**src/afrp_pkg.sv**
```systemverilog
// ----------------------------------------------------------------------------
// afrp_pkg
// Shared types and constants for the API frame receive parser.
// ----------------------------------------------------------------------------
`default_nettype none

package afrp_pkg;

  // Field widths
  localparam int unsigned ByteW  = 8;
  localparam int unsigned WordW  = 16;
  localparam int unsigned EventW = 3;

  // Framing bytes
  localparam logic [ByteW-1:0] DelimByte = 8'h7E;
  localparam logic [ByteW-1:0] IdRx16    = 8'h81;
  localparam logic [ByteW-1:0] IdTxStat  = 8'h89;

  // Length overhead of a receive frame: identifier plus source address
  localparam logic [WordW-1:0] RxOverhead = 16'd3;

  // Event codes reported with each word
  typedef enum logic [EventW-1:0] {
    EvHeader   = 3'd0,
    EvBody     = 3'd1,
    EvRxDone   = 3'd2,
    EvStatDone = 3'd3,
    EvDesync   = 3'd4,
    EvUnknown  = 3'd5
  } event_e;

  // Parser phase
  typedef enum logic [3:0] {
    PhHunt     = 4'd0,
    PhLenMsb   = 4'd1,
    PhLenLsb   = 4'd2,
    PhApiId    = 4'd3,
    PhSrcMsb   = 4'd4,
    PhSrcLsb   = 4'd5,
    PhBody     = 4'd6,
    PhRxCsum   = 4'd7,
    PhFrameId  = 4'd8,
    PhStatus   = 4'd9,
    PhStatCsum = 4'd10
  } phase_e;

  // One result word
  typedef struct packed {
    event_e           event_res;
    logic [ByteW-1:0] body_byte;
    logic [WordW-1:0] body_index;
    logic [WordW-1:0] source_address;
    logic [WordW-1:0] frame_length;
    logic [ByteW-1:0] status_frame_id;
    logic [ByteW-1:0] status_code;
  } afrp_res_t;

endpackage

`default_nettype wire

```
**src/afrp_parse.sv**
```systemverilog
// ----------------------------------------------------------------------------
// afrp_parse
// Frame state machine: consumes one byte per step and forms the result word.
// ----------------------------------------------------------------------------
`default_nettype none

module afrp_parse import afrp_pkg::*; (
  input  logic             clk_i,
  input  logic             rst_ni,
  input  logic             step_i,
  input  logic [ByteW-1:0] byte_i,
  output afrp_res_t        res_o
);

  phase_e           phase_q, phase_d;
  logic [WordW-1:0] length_q, length_d;
  logic [WordW-1:0] source_q, source_d;
  logic [WordW-1:0] count_q, count_d;
  logic [ByteW-1:0] fid_q, fid_d;
  logic [ByteW-1:0] status_q, status_d;

  logic [WordW-1:0] count_inc;
  logic             body_more;

  // Body continues while length >= 3 and the next count stays under length - 3
  assign count_inc = count_q + 16'd1;
  assign body_more = (length_q >= RxOverhead) && (count_inc < (length_q - RxOverhead));

  // Next phase
  always_comb begin
    phase_d = phase_q;
    unique case (phase_q)
      PhLenMsb:   phase_d = PhLenLsb;
      PhLenLsb:   phase_d = PhApiId;
      PhApiId: begin
        if (byte_i == IdRx16) begin
          phase_d = PhSrcMsb;
        end else if (byte_i == IdTxStat) begin
          phase_d = PhFrameId;
        end else begin
          phase_d = PhHunt;
        end
      end
      PhSrcMsb:   phase_d = PhSrcLsb;
      PhSrcLsb:   phase_d = PhBody;
      PhBody:     phase_d = body_more ? PhBody : PhRxCsum;
      PhRxCsum:   phase_d = PhHunt;
      PhFrameId:  phase_d = PhStatus;
      PhStatus:   phase_d = PhStatCsum;
      PhStatCsum: phase_d = PhHunt;
      default:    phase_d = (byte_i == DelimByte) ? PhLenMsb : PhHunt;
    endcase
  end

  // Held fields and result word
  always_comb begin
    length_d = length_q;
    source_d = source_q;
    count_d  = count_q;
    fid_d    = fid_q;
    status_d = status_q;
    res_o.event_res  = EvHeader;
    res_o.body_byte  = '0;
    res_o.body_index = '0;
    unique case (phase_q)
      PhLenMsb:   length_d = {byte_i, 8'h00};
      PhLenLsb:   length_d = {length_q[WordW-1:ByteW], byte_i};
      PhApiId: begin
        if (byte_i != IdRx16 && byte_i != IdTxStat) begin
          res_o.event_res = EvUnknown;
        end
      end
      PhSrcMsb: begin
        source_d = {byte_i, 8'h00};
        count_d  = '0;
      end
      PhSrcLsb:   source_d = {source_q[WordW-1:ByteW], byte_i};
      PhBody, PhRxCsum: begin
        res_o.event_res  = (phase_q == PhBody) ? EvBody : EvRxDone;
        res_o.body_byte  = byte_i;
        res_o.body_index = count_q;
        count_d          = count_inc;
      end
      PhFrameId:  fid_d = byte_i;
      PhStatus:   status_d = byte_i;
      PhStatCsum: res_o.event_res = EvStatDone;
      default: begin
        if (byte_i != DelimByte) begin
          res_o.event_res = EvDesync;
        end
      end
    endcase
    res_o.source_address  = source_d;
    res_o.frame_length    = length_d;
    res_o.status_frame_id = fid_d;
    res_o.status_code     = status_d;
  end

  // State registers
  always_ff @(posedge clk_i or negedge rst_ni) begin
    if (!rst_ni) begin
      phase_q  <= PhHunt;
      length_q <= '0;
      source_q <= '0;
      count_q  <= '0;
      fid_q    <= '0;
      status_q <= '0;
    end else if (step_i) begin
      phase_q  <= phase_d;
      length_q <= length_d;
      source_q <= source_d;
      count_q  <= count_d;
      fid_q    <= fid_d;
      status_q <= status_d;
    end
  end

endmodule

`default_nettype wire

```
**config.mk**
```make
export PLATFORM = sky130hd
export DESIGN_NAME = afrp_parse
export DESIGN_NICKNAME = d
export VERILOG_FILES = /design/src/afrp_pkg.sv /design/src/afrp_parse.sv
export SDC_FILE = /design/constraint.sdc
export NUM_CORES = 1
export LEC_CHECK = 0
export CAP_MARGIN = 0
export CELL_PAD_IN_SITES_DETAIL_PLACEMENT = 0
export CELL_PAD_IN_SITES_GLOBAL_PLACEMENT = 1
export CORE_ASPECT_RATIO = 1.2
export CORE_MARGIN = 5
export CORE_UTILIZATION = 30
export DETAILED_ROUTE_END_ITERATION = 10
export DONT_BUFFER_PORTS = 1
export HOLD_SLACK_MARGIN = 0.15
export PLACE_DENSITY = 0.6
export SLEW_MARGIN = 20
export SYNTH_ARGS = -nofsm -noshare
export SYNTH_HDL_FRONTEND = slang
export SYNTH_SLANG_ARGS = --single-unit
```
**constraint.sdc**
```tcl
create_clock -name clk_i -period 4.05 [get_ports clk_i]
set_clock_uncertainty 0.05 [all_clocks]
set_input_delay 0.405 -clock clk_i [delete_from_list [all_inputs] [get_ports clk_i]]
set_output_delay 0.405 -clock clk_i [all_outputs]
set_load 0.05 [all_outputs]
```
==> metrics.yaml <==
place:
  dp_hpwl_um: 8609
  routabilityCongestion: 0.7741
  io_buffers: 0
  dpl.cell_count: 584
  pre_cts_slack_ns: 0.7402
  place_area_sq_um: 4588
min_path:
  hp-class: "in2reg"
  worstHoldPathCells: 2
  hold_start: "step_i"
  holdPathEnd: "phase_q[1]$_DFFE_PN0P_"
clocking:
  clk_pin_slew_worst_paths_ns: 0.06
  root_buffer: "clkbuf_16"
  clock-sinks: 68
  hold_buffers: 3
  clk_path_buf_depth: 2
  ctsResizeCount: 0
  cts.htree.levels: 3
  cts_tree: "done"
  clk_latency_ns: 0.33
  numCtsBuffers: 9
  post-cts-setup-buffers: 0
run:
  maxCapViolations: 0
sta:
  rsz0062_at_grt: "no"
  drv_slew: 0
  setup_viol: 0
  fin_setup_tns_ns: 0
  period_minus_slack_ns: 3.309
  worst_slack_ns: 0.7406
  max_freq_ghz: 0.3022
  hold_ws_ns: 0.1990
  worstMarginPinSlew_ns: 1.124
  slew-limit-headroom: 0.2615
  final-hold-violation-count: 0
  finalCritPeriodShare: 0.8171
logic_synthesis:
  netlist_instances: 430
  synthesis.nets: 458
  yosys_warnings: 0
  ys_top_cells_by_area: "dfrtp_1 39%, mux2_2 20%, ha_1 4.8%, a22o_1 4.4%, xnor2_1 4.2%"
  yosys.area.top_type: "dfrtp_1"
  ys_async_sr_fraction: 1.000
  synthesis.area_sq_um: 4413
  ys_ff_latch: 68
  synth_top_cell_area_share: 0.3856
  ys_types: 45
  synth_flop_cell: "dfrtp_1"
  synth.avg_cell_area_sq_um: 10.26
  synth-seq-area-share: 0.3856
  synth_edf_count: 0
cells_and_area:
  final_common_cell: "mux2_2"
  mostFrequentLayoutCells: "79 x mux2_2, 68 x dfrtp_1, 26 x o21ai_0"
  final_area_sq_um: 4916
  fin_util: 0.3411
  nFillCells: 1473
  drive_above_1_share: 0.2664
  antennaDiodeCount: 0
  area_growth_pct: 11.40
  fin_nets: 451
  stdcell_count: 603
pwr:
  p_total_mw: 4.151
  power.density_nw_per_um2: 844.3
  peakVddDrop_uv: 502.4
  p_leak_nw: 2.099
critical_path:
  path_class: "reg2reg"
  cp.required_ns: 4.21
  critPathMaxStageDelay_ns: 0.56
  r2r-start: "length_q[4]$_DFFE_PN0P_"
  cp-start-kind: "flip-flop"
  rr_worst_depth: 11
  r2r_slack_ns: 0.74
  timing.rr.end: "phase_q[0]$_DFFE_PN0P_"
  cp_slowest_cell: "or4_4"
  cp_max_fo: 5
  cp-end-kind: "flip-flop"
  path_cells: "or4_4 > or2_1 > a211o_1 > nor4_4 > xnor2_1 > ha_1 > nand4_1 > nor3_1 > a2111oi_0 > o21ai_0 > a221o_1"
  cp.arrival_ns: 3.47
floorplanning:
  num_io_pins: 86
  rows: 48
  die_h_um: 142.9
  die_w_um: 120.7
  dieArea_sq_um: 17250
  core_sq_um: 14410
  start_util: 0.3062
global_routing:
  grt_pass1_vias: 3433
  grtUsageTotal: 0.1490
  overflow: 0
  grt_max_degree: 69
  grt_pass1_wl_um: 19820
  antenna_found_initial: 0
route:
  avgRoutedWirePerCell_um: 20.46
  viasPerCell: 5.449
  drc_errors: 0
  firstDrtPassIters: 4
  first_iter_violations: 193
  vias: 3286
  finalWirelength_um: 12340
  drtAntennaViolNets: 0
status:
  outcome: "complete, no violations"
## worst max-delay path: cells and delay by family (launching register included)
family / cells / cell delay [ns]
AO/OA/AOI/OAI: 4 / 1.17
XOR/XNOR: 1 / 0.16
adder cells (fa/ha/maj): 1 / 0.27
flip-flops: 1 / 0.42
AND/OR/NAND/NOR: 5 / 1.13
## final cells by class
cell class,count,area [sq um],area share
inverter,9,33.78,0.006872
clock inverter,5,37.54,0.007636
tap,175,219.0,0.04454
multi-input combinational,328,2604,0.5297
timing repair buffer,7,77.57,0.01578
sequential,68,1702,0.3461
clock buffer,11,242.7,0.04938
## Yosys cell counts, drive strengths merged (2+ instances only)
master  count
a211oi      3
a21oi      12
a22o       22
a31oi       3
and2       19
and3        2
buf         4
clkbuf     21
dfrtp      68
ha         17
inv         9
mux2       79
nand2      24
nand2b      3
nand3       9
nand4       9
nor2       23
nor2b       3
nor3       17
nor3b       2
nor4        8
o21ai      26
o22ai       2
o31ai       2
or2         2
or4         2
xnor2      21
xor2        7
## layer usage
layer  wire, um  GRT usage
met5          0          0
met4        188    0.03938
met3       1112    0.06418
met2       5716     0.2334
met1       5324     0.1896
## how the worst max path moves through the flow
stage	startpoint	slack, ns	endpoint
3_3_place_gp	length_q[4]$_DFFE_PN0P_	0.83	phase_q[0]$_DFFE_PN0P_
4_1_cts	length_q[4]$_DFFE_PN0P_	0.73	phase_q[0]$_DFFE_PN0P_
5_1_grt	length_q[4]$_DFFE_PN0P_	0.51	phase_q[0]$_DFFE_PN0P_
6_report	length_q[4]$_DFFE_PN0P_	0.74	phase_q[0]$_DFFE_PN0P_
2_1_floorplan	length_q[4]$_DFFE_PN0P_	0.96	phase_q[0]$_DFFE_PN0P_
3_5_place_dp	length_q[4]$_DFFE_PN0P_	0.74	phase_q[0]$_DFFE_PN0P_
## sequential cells by signal, indices dropped and copies added (netlist names)
name	flops
phase_q	4
fid_q	8
length_q	16
status_q	8
source_q	16
count_q	16
## cell families (layout without fill, tap and decap cells)
family / Yosys count / in the layout / synth area share
XOR/XNOR: 28 / 28 / 0.05557
buffers and inverters: 34 / 32 / 0.03005
AND/OR/NAND/NOR: 127 / 127 / 0.1633
multiplexers: 79 / 79 / 0.2016
flip-flops: 68 / 68 / 0.3856
adder cells (fa/ha/maj): 17 / 17 / 0.04820
AO/OA/AOI/OAI: 77 / 77 / 0.1157
## power by group
part           switching, mW  internal [mW]
Sequential             0.257          0.855
Combinational           1.62          0.675
Clock                  0.308          0.432
Total                   2.19           1.96
(Power assumes the default switching activity.)
